**src/hw/rtl/ffa_pkg.sv**
```systemverilog
// Shared types and codes of the first-fit heap allocator.
// No dependencies; used by ffa_dp, ffa_ctrl and the top level.
package ffa_pkg;

	// result status codes
	typedef logic [1:0] status_t;
	localparam status_t ST_OK    = 2'd0;
	localparam status_t ST_NOFIT = 2'd1;
	localparam status_t ST_BAD   = 2'd2;

	// request codes
	localparam logic CMD_ALLOC = 1'b0;
	localparam logic CMD_FREE  = 1'b1;

	// heap word address select
	typedef logic [2:0] asel_t;
	localparam asel_t AS_CUR   = 3'd0;
	localparam asel_t AS_CUR8  = 3'd1;
	localparam asel_t AS_REM   = 3'd2;
	localparam asel_t AS_REM8  = 3'd3;
	localparam asel_t AS_PREV8 = 3'd4;
	localparam asel_t AS_NXT   = 3'd5;
	localparam asel_t AS_NXT8  = 3'd6;

	// heap word write data select
	typedef logic [2:0] dsel_t;
	localparam dsel_t DS_REMSZ = 3'd0;
	localparam dsel_t DS_NXT   = 3'd1;
	localparam dsel_t DS_REM   = 3'd2;
	localparam dsel_t DS_REQ   = 3'd3;
	localparam dsel_t DS_MAGIC = 3'd4;
	localparam dsel_t DS_HEAD  = 3'd5;
	localparam dsel_t DS_SUM   = 3'd6;
	localparam dsel_t DS_RDATA = 3'd7;

	// datapath register operations
	typedef logic [3:0] op_t;
	localparam op_t OP_NONE     = 4'd0;
	localparam op_t OP_START    = 4'd1;
	localparam op_t OP_LD_SZ    = 4'd2;
	localparam op_t OP_LD_NXT   = 4'd3;
	localparam op_t OP_ADVANCE  = 4'd4;
	localparam op_t OP_ALLOC_OK = 4'd5;
	localparam op_t OP_NOFIT    = 4'd6;
	localparam op_t OP_BAD      = 4'd7;
	localparam op_t OP_FREE_ACC = 4'd8;
	localparam op_t OP_SZ_HDR   = 4'd9;
	localparam op_t OP_MERGE    = 4'd10;
	localparam op_t OP_FREE_OK  = 4'd11;
	localparam op_t OP_PUBLISH  = 4'd12;

	// controller to datapath
	typedef struct packed {
		logic  go;
		logic  wr;
		asel_t asel;
		dsel_t dsel;
		op_t   op;
	} ctl_t;

	// datapath to controller
	typedef struct packed {
		logic init_done;
		logic mem_done;
		logic is_free;
		logic walk_end;
		logic fit;
		logic prev_end;
		logic addr_small;
		logic magic_bad;
		logic size_bad;
		logic step_end;
		logic nxt_end;
		logic adjacent;
	} sts_t;

	localparam logic [63:0] MAGIC_RESET = 64'd1234567;

endpackage

```
**src/hw/rtl/ffa_ctrl.sv**
```systemverilog
// Allocator controller: sequences list walk, split, free and forward merge,
// and owns the request and result handshakes. Depends on ffa_pkg.
module ffa_ctrl (
	input  logic          clk,
	input  logic          arst_n,
	input  logic          in_valid,
	output logic          in_stall,
	output logic          out_valid,
	input  logic          out_stall,
	input  ffa_pkg::sts_t sts,
	output ffa_pkg::ctl_t ctl
);

	localparam logic [4:0] S_INIT   = 5'd0;
	localparam logic [4:0] S_IDLE   = 5'd1;
	localparam logic [4:0] S_DISP   = 5'd2;
	localparam logic [4:0] S_PUB    = 5'd3;
	localparam logic [4:0] S_A_CHK  = 5'd4;
	localparam logic [4:0] S_A_RSZ  = 5'd5;
	localparam logic [4:0] S_A_RNX  = 5'd6;
	localparam logic [4:0] S_A_DEC  = 5'd7;
	localparam logic [4:0] S_A_W1   = 5'd8;
	localparam logic [4:0] S_A_W2   = 5'd9;
	localparam logic [4:0] S_A_W3   = 5'd10;
	localparam logic [4:0] S_A_W4   = 5'd11;
	localparam logic [4:0] S_A_W5   = 5'd12;
	localparam logic [4:0] S_F_CHK  = 5'd13;
	localparam logic [4:0] S_F_RMG  = 5'd14;
	localparam logic [4:0] S_F_CMG  = 5'd15;
	localparam logic [4:0] S_F_RSZ  = 5'd16;
	localparam logic [4:0] S_F_CSZ  = 5'd17;
	localparam logic [4:0] S_F_WH   = 5'd18;
	localparam logic [4:0] S_M_CHK  = 5'd19;
	localparam logic [4:0] S_M_RNX  = 5'd20;
	localparam logic [4:0] S_M_CNX  = 5'd21;
	localparam logic [4:0] S_M_RSZ  = 5'd22;
	localparam logic [4:0] S_M_CADJ = 5'd23;
	localparam logic [4:0] S_M_RN   = 5'd24;
	localparam logic [4:0] S_M_WS   = 5'd25;
	localparam logic [4:0] S_M_RN8  = 5'd26;
	localparam logic [4:0] S_M_WN   = 5'd27;

	logic [4:0] state_q;
	logic [4:0] state_d;
	logic       pend_q;
	logic       out_valid_q;
	logic       acc;
	logic       acc_done;
	logic       out_free;

	assign acc_done = pend_q && sts.mem_done;
	assign out_free = !out_valid_q || !out_stall;

	// next state and commands
	always_comb begin
		state_d  = state_q;
		acc      = 1'b0;
		ctl      = '0;
		ctl.asel = ffa_pkg::AS_CUR;
		ctl.dsel = ffa_pkg::DS_RDATA;
		ctl.op   = ffa_pkg::OP_NONE;
		case (state_q)
			S_INIT: if (sts.init_done) state_d = S_IDLE;
			S_IDLE: begin
				if (in_valid) begin
					ctl.op  = ffa_pkg::OP_START;
					state_d = S_DISP;
				end
			end
			S_DISP: state_d = sts.is_free ? S_F_CHK : S_A_CHK;
			S_PUB: begin
				if (out_free) begin
					ctl.op  = ffa_pkg::OP_PUBLISH;
					state_d = S_IDLE;
				end
			end
			// allocate: first-fit walk
			S_A_CHK: begin
				if (sts.walk_end) begin
					ctl.op  = ffa_pkg::OP_NOFIT;
					state_d = S_PUB;
				end else begin
					state_d = S_A_RSZ;
				end
			end
			S_A_RSZ: begin
				acc = 1'b1;
				ctl.asel = ffa_pkg::AS_CUR;
				if (acc_done) begin
					ctl.op  = ffa_pkg::OP_LD_SZ;
					state_d = S_A_RNX;
				end
			end
			S_A_RNX: begin
				acc = 1'b1;
				ctl.asel = ffa_pkg::AS_CUR8;
				if (acc_done) begin
					ctl.op  = ffa_pkg::OP_LD_NXT;
					state_d = S_A_DEC;
				end
			end
			S_A_DEC: begin
				if (sts.fit) begin
					state_d = S_A_W1;
				end else begin
					ctl.op  = ffa_pkg::OP_ADVANCE;
					state_d = S_A_CHK;
				end
			end
			// split: remainder node, relink, allocated header
			S_A_W1: begin
				acc = 1'b1;
				ctl.wr   = 1'b1;
				ctl.asel = ffa_pkg::AS_REM;
				ctl.dsel = ffa_pkg::DS_REMSZ;
				if (acc_done) state_d = S_A_W2;
			end
			S_A_W2: begin
				acc = 1'b1;
				ctl.wr   = 1'b1;
				ctl.asel = ffa_pkg::AS_REM8;
				ctl.dsel = ffa_pkg::DS_NXT;
				if (acc_done) state_d = S_A_W3;
			end
			S_A_W3: begin
				if (sts.prev_end) begin
					state_d = S_A_W4;
				end else begin
					acc = 1'b1;
					ctl.wr   = 1'b1;
					ctl.asel = ffa_pkg::AS_PREV8;
					ctl.dsel = ffa_pkg::DS_REM;
					if (acc_done) state_d = S_A_W4;
				end
			end
			S_A_W4: begin
				acc = 1'b1;
				ctl.wr   = 1'b1;
				ctl.asel = ffa_pkg::AS_CUR;
				ctl.dsel = ffa_pkg::DS_REQ;
				if (acc_done) state_d = S_A_W5;
			end
			S_A_W5: begin
				acc = 1'b1;
				ctl.wr   = 1'b1;
				ctl.asel = ffa_pkg::AS_CUR8;
				ctl.dsel = ffa_pkg::DS_MAGIC;
				if (acc_done) begin
					ctl.op  = ffa_pkg::OP_ALLOC_OK;
					state_d = S_PUB;
				end
			end
			// free: checks and push at head
			S_F_CHK: begin
				if (sts.addr_small) begin
					ctl.op  = ffa_pkg::OP_BAD;
					state_d = S_PUB;
				end else begin
					state_d = S_F_RMG;
				end
			end
			S_F_RMG: begin
				acc = 1'b1;
				ctl.asel = ffa_pkg::AS_CUR8;
				if (acc_done) begin
					ctl.op  = ffa_pkg::OP_LD_NXT;
					state_d = S_F_CMG;
				end
			end
			S_F_CMG: begin
				if (sts.magic_bad) begin
					ctl.op  = ffa_pkg::OP_BAD;
					state_d = S_PUB;
				end else begin
					state_d = S_F_RSZ;
				end
			end
			S_F_RSZ: begin
				acc = 1'b1;
				ctl.asel = ffa_pkg::AS_CUR;
				if (acc_done) begin
					ctl.op  = ffa_pkg::OP_LD_SZ;
					state_d = S_F_CSZ;
				end
			end
			S_F_CSZ: begin
				if (sts.size_bad) begin
					ctl.op  = ffa_pkg::OP_BAD;
					state_d = S_PUB;
				end else begin
					state_d = S_F_WH;
				end
			end
			S_F_WH: begin
				acc = 1'b1;
				ctl.wr   = 1'b1;
				ctl.asel = ffa_pkg::AS_CUR8;
				ctl.dsel = ffa_pkg::DS_HEAD;
				if (acc_done) begin
					ctl.op  = ffa_pkg::OP_FREE_ACC;
					state_d = S_M_CHK;
				end
			end
			// free: merge forward with adjacent successors
			S_M_CHK: begin
				if (sts.step_end) begin
					ctl.op  = ffa_pkg::OP_FREE_OK;
					state_d = S_PUB;
				end else begin
					state_d = S_M_RNX;
				end
			end
			S_M_RNX: begin
				acc = 1'b1;
				ctl.asel = ffa_pkg::AS_CUR8;
				if (acc_done) begin
					ctl.op  = ffa_pkg::OP_LD_NXT;
					state_d = S_M_CNX;
				end
			end
			S_M_CNX: begin
				if (sts.nxt_end) begin
					ctl.op  = ffa_pkg::OP_FREE_OK;
					state_d = S_PUB;
				end else begin
					state_d = S_M_RSZ;
				end
			end
			S_M_RSZ: begin
				acc = 1'b1;
				ctl.asel = ffa_pkg::AS_CUR;
				if (acc_done) begin
					ctl.op  = ffa_pkg::OP_LD_SZ;
					state_d = S_M_CADJ;
				end
			end
			S_M_CADJ: begin
				if (!sts.adjacent) begin
					ctl.op  = ffa_pkg::OP_FREE_OK;
					state_d = S_PUB;
				end else begin
					ctl.op  = ffa_pkg::OP_SZ_HDR;
					state_d = S_M_RN;
				end
			end
			S_M_RN: begin
				acc = 1'b1;
				ctl.asel = ffa_pkg::AS_NXT;
				if (acc_done) state_d = S_M_WS;
			end
			S_M_WS: begin
				acc = 1'b1;
				ctl.wr   = 1'b1;
				ctl.asel = ffa_pkg::AS_CUR;
				ctl.dsel = ffa_pkg::DS_SUM;
				if (acc_done) state_d = S_M_RN8;
			end
			S_M_RN8: begin
				acc = 1'b1;
				ctl.asel = ffa_pkg::AS_NXT8;
				if (acc_done) state_d = S_M_WN;
			end
			S_M_WN: begin
				acc = 1'b1;
				ctl.wr   = 1'b1;
				ctl.asel = ffa_pkg::AS_CUR8;
				ctl.dsel = ffa_pkg::DS_RDATA;
				if (acc_done) begin
					ctl.op  = ffa_pkg::OP_MERGE;
					state_d = S_M_CHK;
				end
			end
			default: state_d = S_INIT;
		endcase
		// launch the word access once per access state
		ctl.go = acc && !pend_q;
	end

	always_ff @(posedge clk or negedge arst_n) begin
		if (!arst_n) begin
			state_q     <= S_INIT;
			pend_q      <= 1'b0;
			out_valid_q <= 1'b0;
		end else begin
			state_q <= state_d;
			if (ctl.go)
				pend_q <= 1'b1;
			else if (acc_done)
				pend_q <= 1'b0;
			if (ctl.op == ffa_pkg::OP_PUBLISH)
				out_valid_q <= 1'b1;
			else if (!out_stall)
				out_valid_q <= 1'b0;
		end
	end

	assign in_stall  = (state_q != S_IDLE);
	assign out_valid = out_valid_q;

	ap_done_pending: assert property (@(posedge clk) disable iff (!arst_n)
		sts.mem_done |-> pend_q)
		else $error("word access completed with none outstanding");

	ap_publish_free: assert property (@(posedge clk) disable iff (!arst_n)
		(ctl.op == ffa_pkg::OP_PUBLISH) |-> (!out_valid_q || !out_stall))
		else $error("result overwritten before transfer");

endmodule

```
**config.mk**
```make
export PLATFORM = sky130hd
export DESIGN_NAME = ffa_ctrl
export DESIGN_NICKNAME = d
export VERILOG_FILES = /design/src/hw/rtl/ffa_pkg.sv /design/src/hw/rtl/ffa_ctrl.sv
export SDC_FILE = /design/constraint.sdc
export NUM_CORES = 1
export LEC_CHECK = 0
export BUFFER_PORTS_ARGS = -buffer_cell sky130_fd_sc_hd__buf_2
export CAP_MARGIN = 20
export CORE_UTILIZATION = 46
export CTS_CLUSTER_SIZE = 28
export DETAILED_ROUTE_END_ITERATION = 8
export PLACE_DENSITY = 0.7
export SLEW_MARGIN = 20
export SYNTH_ARGS = -nofsm -noshare
export SYNTH_HDL_FRONTEND = slang
export SYNTH_SLANG_ARGS = --single-unit
```
**constraint.sdc**
```tcl
create_clock -name clk -period 2 [get_ports clk]
set_input_delay 0.4 -clock clk [delete_from_list [all_inputs] [get_ports clk]]
set_output_delay 0.4 -clock clk [all_outputs]
set_load 0.01 [all_outputs]
```
Yosys cells after proc, flatten, opt, wreduce, memory -nomap -nowiden

Index checks and enable logic that the tools add are counted.

Input bits: 16
Output and inout bits: 14
Register bits: 7
Word-level logic and storage cells: 121

Eq/ne operators: 48
Reductions and logical operators: 15
Mux-type cells: 55

Operators by type and width:

| kind                                                                     | count |
|---|---|
| 5-bit one-hot mux with 27 select lines                                   | 1 |
| 5-bit 2-to-1 mux                                                         | 24 |
| 5-bit equality test (second input constant)                              | 12 |
| 4-bit one-hot mux with 15 select lines                                   | 1 |
| 5-bit by 4-bit equality test with 1-bit output (second input constant)   | 8 |
| 4-bit 2-to-1 mux                                                         | 8 |
| 2-bit inequality test (second input constant)                            | 16 |
| 3-bit 2-to-1 mux                                                         | 7 |
| 3-bit one-hot mux with 7 select lines                                    | 1 |
| 5-bit by 3-bit equality test with 1-bit output (second input constant)   | 4 |
| 3-bit one-hot mux with 6 select lines                                    | 1 |
| 18-bit AND reduction                                                     | 1 |
| 15-bit OR reduction                                                      | 1 |
| 5-bit by 2-bit equality test with 1-bit output (second input constant)   | 2 |
| 7-bit 2-to-1 mux                                                         | 1 |
| 7-bit OR reduction                                                       | 1 |
| 1-bit 2-to-1 mux                                                         | 6 |
| 2-bit 2-to-1 mux                                                         | 3 |
| 3-bit OR reduction                                                       | 2 |
| 6-bit OR reduction                                                       | 1 |
| 5-bit by 1-bit equality test with 1-bit output (second input constant)   | 1 |
| 5-bit zero test                                                          | 1 |
| 5-bit by 1-bit inequality test with 1-bit output (second input constant) | 1 |
| 4-bit equality test (second input constant)                              | 1 |
| 8 further kinds                                                          | 13 |

Depth between registers and ports, before layout

Gate-level depths: netlist (run 1).

Depth after elaboration: 6
Mapped depth: 8
Mapped depth without buffers: 5

Worst setup path after synthesis (run 1)

OpenSTA, ideal clock, no wires.

Path kind: register -> output
Start: reg state_q[1]
End: out ctl[3] (netlist bit)
Stages on the path, launching flop included: 6
Path slack: 0.151 ns
Data required time: 1.600 ns
Data arrival time: 1.449 ns
Path buffers: 2
Path through: dfrtp_1 > buf_6 > buf_4 > o21ai_0 > nor2_1 > or4_1

RTL lines:

| element                  | RTL line        | text |
|---|---|---|
| start: declaration       | ffa_ctrl.sv:43  | `logic [4:0] state_q;` |
| start signal: assignment | ffa_ctrl.sv:285 | `state_q <= state_d;` |
| end: declaration         | ffa_ctrl.sv:11  | `output ffa_pkg::ctl_t ctl` |

==> reports/results.txt, run 1 <==
clock-pin slew on the worst setup and hold paths -> 0.06 ns
clock power share -> 4.0%
DP Worst Slack -> -0.0788 ns
placed cells -> 272
Sw Share -> 48.1%
RSZ-0062 raised after global routing -> yes
clock period minus worst slack -> 2.24 ns
vias in the first global route -> 1584
status -> finished with violations
Worst EP required -> 1.60 ns
Starting DRT DRC Count -> 101
Final Max Tran Viols -> 0
mux contribution to synthesized area -> 2.43%
Setup violations, final -> 8
max layer used -> met4
gr usage total -> 32.6%
via count -> 1754
relative slew slack -> 72.3%
CTS root buffer -> clkbuf_4
max incr delay on CP -> 0.49 ns
total routed wirelength -> 4.77 mm
area leader, netlist -> dfrtp_1
setup total negative slack -> -1.55 ns
Filler cells -> 181
maximum clock path buffer count -> 2
fin cells -> 288
WL met3 -> 337 um
synthesized area per cell -> 7.00 um2
simple-gate share of the synthesized area -> 39.0%
Post-Synthesis Cells -> 184
Final WS setup -> -0.241 ns
drt wl/cell -> 16.6 um
Worst Setup Start Kind -> flip-flop
period utilization -> 112%
Compound-Gate Fraction of Synth Area -> 34.1%
Max Freq -> 446 MHz
ANT nets after route -> 0
global placer's final weighted congestion -> 0.973
CP delay by family, top -> simple AND/OR/NAND/NOR gates
met1 wire length -> 1.97 mm
TritonCTS Sinks -> 7
count of state elements after synthesis -> 7
post-synthesis xor/xnor area fraction -> 1.36%
YS warnings -> 0
drt via density -> 6.09
Final nets -> 275
Core Area -> 2570 um2
PortBufs -> 29
main combinational cell family by area after synthesis -> simple AND/OR/NAND/NOR gates
insertion delay to the later sink of the worst-skew pair -> 0.26 ns
worst-path maximum fanout -> 8
CTS Buf Count -> 3
kind of critical path -> flip-flop to primary output
ys async rst share -> 100%
post-detail-place hpwl -> 3.43 mm
Leak Pwr -> 0.874 nW
number of synthesized flops with an enable pin -> 0
largest net degree at the start of global routing -> 15
Die X -> 54.9 um
internal power -> 1.75 mW
worst-margin pin slew -> 0.412 ns
layout cells sized above 1 -> 49.2%
P_sw -> 1.62 mW
failing checks -> setup timing
first-pass GRT wire length -> 6.96 mm
power after layout -> 3.37 mW
largest cells by area after synthesis -> dfrtp_1, nand2_1, nand2b_1
Most used DFF post-synth -> dfrtp_1
met2 WL -> 2.33 mm
Adder-Cell Fraction of Synth Area -> 0%
initial antenna violation count -> 0
Site Rows -> 18
Cell variety after synth -> 59
CTS tree -> built
max-cap violations -> 0
combinational power share -> 86.6%
Die H -> 54.9 um
Hold Crit Class -> input port to flip-flop
Worst Path Buf+Inv -> 2
Overflow after GRT -> 0
Syn Nets -> 200
I/O pin count -> 30
DR pass1 iterations -> 5
H-tree depth -> 1
CP Capture Type -> primary output
worst path cell trace -> buf_6 > or4b_1 > o21ai_1 > a21oi_1 > a2bb2oi_1 > nand3_1 > buf_2
Clock Skew -> 0.000459 ns
Fin. Hold Viols -> 0
slowest CP cell -> or4b_1
sequential share of the synthesized area -> 13.6%
area grow syn2layout -> 54.7%
Layout Utilization -> 77.6%
Inserted Diodes -> 0
CP arrival -> 1.84 ns
DRC -> 0
die area -> 3010 um2
Pwr Density -> 1690 nW/um2
initial core utilization -> 50.1%
maximum VDD drop -> 1.54 mV
cell area after synthesis -> 1290 um2
post-synth top area share -> 13.6%
sequential fraction of design power -> 9.4%
-- Yosys cell counts, types with 3 or more instances --
library cell	count
dfrtp_1	7
nor3_1	4
a31oi_1	5
o22a_1	3
a21oi_1	8
clkbuf_1	3
buf_2	5
o22ai_1	3
inv_1	3
o21ai_0	8
buf_4	6
o21ai_1	5
nand2_1	23
nand3_1	7
nor2_1	19
a211oi_1	4
nor2b_1	7
nand2b_1	13
-- timing repair --
action,in CTS,in global routing
hold endpoints to repair,7,0
pin swaps,11,4
gates resized for setup,25,22
setup buffers,9,3
hold buffers,1,0
setup endpoints to repair,9,8
-- flip-flops by register name, indices dropped and copies added, names as in the netlist --
| name | cells |
|---|---|
| state_q | 5 |
| out_valid | 1 |
| pend_q | 1 |
-- cells by family (layout without fill, tap and decap cells) --
group | after synthesis | after routing
flops | 7 | 7
buf+inv | 21 | 95
xor+xnor | 2 | 2
simple gates | 94 | 94
compound gates | 57 | 57
mux | 3 | 3
-- final cells by class --
cell class | count | area, um2 | share of cell area, %
Multi-Input combinational cell | 156 | 1100 | 55.3
Timing Repair Buffer | 87 | 629 | 31.6
Sequential cell | 7 | 180 | 9.05
Tap cell | 30 | 37.5 | 1.88
Clock buffer | 3 | 22.5 | 1.13
Inverter | 4 | 16.3 | 0.817
Clock inverter | 1 | 5.00 | 0.251
-- placed cells by master, fill, tap and decap left out, drive strengths merged, types with 4 or more instances in the layout --
cell type,synthesis,layout
o22ai,4,4
o21ai,13,13
nor2,19,19
nand2b,13,13
a211oi,4,4
nor3,5,5
buf,14,86
nor2b,7,7
nand2,23,23
a31oi,6,6
nand3,7,7
a21oi,8,8
dfrtp,7,7
-- routing by layer --
layer / vias to the layer above / track usage (%)
met5: - / 0
met4: 0 / 12.9
met3: 19 / 3.01
met2: 88 / 58.6
met1: 827 / 39.4
li1: 820 / -
-- final timing paths --
path                            cells past startpoint              startpoint                      to  slack, ns
worst max-delay path                                7  state_q[3]$_DFFE_PN0P_                  ctl[1]      -0.24
worst min-delay path                                2                 sts[10]      pend_q$_DFFE_PN0P_       0.37
worst max register to register                      7  state_q[2]$_DFFE_PN0P_  state_q[0]$_DFFE_PN0P_       0.06
worst min register to register                      1      pend_q$_DFFE_PN0P_      pend_q$_DFFE_PN0P_       0.57
max in group asynchronous                           2                  arst_n  state_q[1]$_DFFE_PN0P_       1.32
min in group asynchronous                           2                  arst_n  state_q[3]$_DFFE_PN0P_       0.51
-- power groups by stage --
| stage | Combinational (mW) | Clock, mW | Sequential (mW) |
|---|---|---|---|
| 4_1_cts | 2.71 | 0.134 | 0.316 |
| 3_5_place_dp | 2.40 | 0 | 0.339 |
| 3_3_place_gp | 2.36 | 0 | 0.329 |
| 2_1_floorplan | 1.59 | 0 | 0.254 |
| 6_report | 2.92 | 0.135 | 0.316 |
| 5_1_grt | 3.12 | 0.149 | 0.322 |
-- through the flow --
stage / instance area (um2) / hold WS, ns
after floorplan: 1290 / 0.104
after global routing: 1990 / 0.363
after global placement: 1710 / 0.235
after detailed placement: 1710 / 0.240
final: 1990 / 0.369
after CTS: 1920 / 0.358
No activity file was read; power rests on OpenSTA's default activity.
==> run 2: changes to the inputs <==
Settings changed: CELL_PAD_IN_SITES_DETAIL_PLACEMENT set to 2, CELL_PAD_IN_SITES_GLOBAL_PLACEMENT set to 2, CORE_MARGIN set to 10, CORE_UTILIZATION 46 to 29, PLACE_DENSITY 0.7 to unset, PLACE_DENSITY_LB_ADDON set to 0.1.
==> run 2 against run 1 <==
  * The flow still finishes with violations (setup timing)
  * Die area is 150% higher
  * Hold slack better by 0.029 ns
  * Clock power is 72% higher
  * Non-clock buffer count is 7 higher
  * Combinational power is 29% higher
  * Setup slack worse by 0.090 ns
  * Critical path depth is 1 lower
  * Clock skew is 0.0089 ns higher
  * Sequential power is 6.3% higher
  * Maximum frequency is 3.9% lower
  * Register-to-register slack worse by 0.14 ns
  * Core utilization is 26 points lower
  * Largest cell class unchanged
  * Largest power group unchanged
  * Highest routed layer unchanged
==> reports/results.txt, run 2 (synthesis gave the netlist of run 1 again) <==
Pwr Density -> 1960 nW/um2 (+16%)
placed cells -> 302 (+11%)
I/O pin count -> 30 (unchanged)
most frequent cells in the layout -> buf_4, buf_2, nand2_1, nor2_1, buf_6
drt wl/cell -> 28.6 um (+73%)
Final WS setup -> -0.330 ns (-0.0899 ns)
CP delay by family, top -> simple AND/OR/NAND/NOR gates
commonest non-fill, non-tap cell in the layout -> buf_4
relative slew slack -> 65.9% (-6.4 points)
Layout Utilization -> 51.4% (-26 points)
Die X -> 86.6 um (+58%)
failing checks -> setup timing
DR pass1 iterations -> 4 (-1)
clock-pin slew on the worst setup and hold paths -> 0.06 ns (about the same)
period utilization -> 117% (+4.5 points)
via count -> 1920 (+9.5%)
Worst Path Buf+Inv -> 3 (+1)
worst-margin pin slew -> 0.507 ns (+0.0949 ns)
global placer's final weighted congestion -> 0.924 (-5.0%)
largest net degree at the start of global routing -> 11 (-4)
slowest CP cell -> or4_4
Final nets -> 282 (+2.5%)
CTS Buf Count -> 3 (unchanged)
CP arrival -> 1.93 ns (+0.09 ns)
Overflow after GRT -> 0 (unchanged)
combinational power share -> 86.9% (+0.3 points)
largest register by flop count -> state_q
initial core utilization -> 29.8% (-20 points)
Hold Crit Class -> input port to flip-flop
fin cells -> 317 (+10%)
insertion delay to the later sink of the worst-skew pair -> 0.25 ns (about the same)
flip-flop count of the largest register after layout -> 5 (unchanged)
clock period minus worst slack -> 2.33 ns (+0.0899 ns)
Die H -> 86.6 um (+58%)
P_sw -> 2.25 mW (+39%)
crit-path most repeated cell -> buf_6
RSZ-0062 raised after global routing -> yes
area grow syn2layout -> 72.7%
total routed wirelength -> 9.07 mm (+90%)
Setup violations, final -> 11 (+3)
worst hold margin -> 0.398 ns (+0.0293 ns)
initial antenna violation count -> 0 (unchanged)
clock power share -> 5.3% (+1.3 points)
vias in the first global route -> 2122 (+34%)
Starting DRT DRC Count -> 121 (+20%)
maximum VDD drop -> 0.980 mV (-36%)
Sw Share -> 51.7% (+3.6 points)
setup total negative slack -> -2.10 ns (-0.552 ns)
status -> finished with violations
sequential fraction of design power -> 7.7% (-1.7 points)
Leak Pwr -> 0.945 nW (+8.1%)
Final Max Tran Viols -> 0 (unchanged)
post-detail-place hpwl -> 5.68 mm (+66%)
worst-path maximum fanout -> 8 (unchanged)
ANT nets after route -> 0 (unchanged)
gr usage total -> 20.6% (-12 points)
TritonCTS Sinks -> 7 (unchanged)
kind of critical path -> flip-flop to primary output
CP Capture Type -> primary output
die area -> 7500 um2 (+150%)
DP Worst Slack -> -0.145 ns (-0.0660 ns)
Fin. Hold Viols -> 0 (unchanged)
Inserted Diodes -> 0 (unchanged)
Worst EP required -> 1.60 ns (about the same)
Core Area -> 4320 um2 (+68%)
internal power -> 2.10 mW (+20%)
max-cap violations -> 0 (unchanged)
Max Freq -> 429 MHz (-3.9%)
first-pass GRT wire length -> 12.4 mm (+78%)
Worst Setup Start Kind -> flip-flop
drt via density -> 6.06 (-0.55%)
CTS tree -> built
CTS root buffer -> clkbuf_8
PortBufs -> 29 (unchanged)
DRC -> 0 (unchanged)
worst path cell trace -> buf_6 > buf_6 > xor2_1 > nor4_1 > or4_4 > buf_6
layout cells sized above 1 -> 55.5% (+6.2 points)
Site Rows -> 24 (+6)
max incr delay on CP -> 0.44 ns (-0.05 ns)
maximum clock path buffer count -> 2 (unchanged)
Clock Skew -> 0.00940 ns (+0.00895 ns)
H-tree depth -> 1 (unchanged)
-- run 2: cell count changes in the layout (fill, tap and decap cells not counted), sizes merged --
cell / change
clkinv: -1
clkinvlp: +1
buf: +7
-- run 2: final timing paths --
| path | start | endpoint | slack, ns | cells past startpoint |
|---|---|---|---|---|
| max | state_q[3]$_DFFE_PN0P_ | ctl[3] | -0.33 | 6 |
| min | sts[10] | pend_q$_DFFE_PN0P_ | 0.40 | 2 |
| max reg2reg | state_q[2]$_DFFE_PN0P_ | state_q[0]$_DFFE_PN0P_ | -0.08 | 8 |
| min reg2reg | pend_q$_DFFE_PN0P_ | pend_q$_DFFE_PN0P_ | 0.62 | 1 |
| max in group asynchronous | arst_n | state_q[3]$_DFFE_PN0P_ | 1.24 | 2 |
| min in group asynchronous | arst_n | pend_q$_DFFE_PN0P_ | 0.55 | 2 |
-- run 2: power groups by stage --
stage               Combinational, mW  Sequential, mW  Clock (mW)
detailed placement               2.84           0.311           0
CTS                              3.15           0.321       0.216
global placement                 2.71           0.303           0
finish                           3.78           0.336       0.232
global route                     3.98           0.344       0.243
floorplan                        1.59           0.254           0
-- run 2: what timing repair did --
action | 4_1_cts | 5_1_grt
pin swaps | 4 | 10
setup endpoints to repair | 13 | 15
hold buffers | 0 | 1
buffers inserted | 5 | 6
gates resized for setup | 29 | 38
hold endpoints to repair | 0 | 1
-- run 2: layer usage --
metal	up-vias	part of all wire (%)	wire, um	global-route usage [%]
met4	0	2.6	234	8.84
li1	836	-	-	-
met1	974	40	3640	24.8
met2	90	51	4610	34.9
met5	-	0	0	0
met3	20	6.5	588	3.66
-- run 2: final cells by class --
cell class	instances	area (um2)
sequential	7	180
inverter	4	18.8
multi-input combinational	156	1200
timing repair buffer	94	708
tap	52	65.1
clock buffer	3	41.3
clock inverter	1	5.00
fill	469	2100
-- run 2: through the flow --
step	instance area, um2	power [mW]
2_1_floorplan	1290	1.84
3_5_place_dp	1820	3.15
5_1_grt	2220	4.57
6_report	2220	4.35
3_3_place_gp	1820	3.01
4_1_cts	2010	3.68
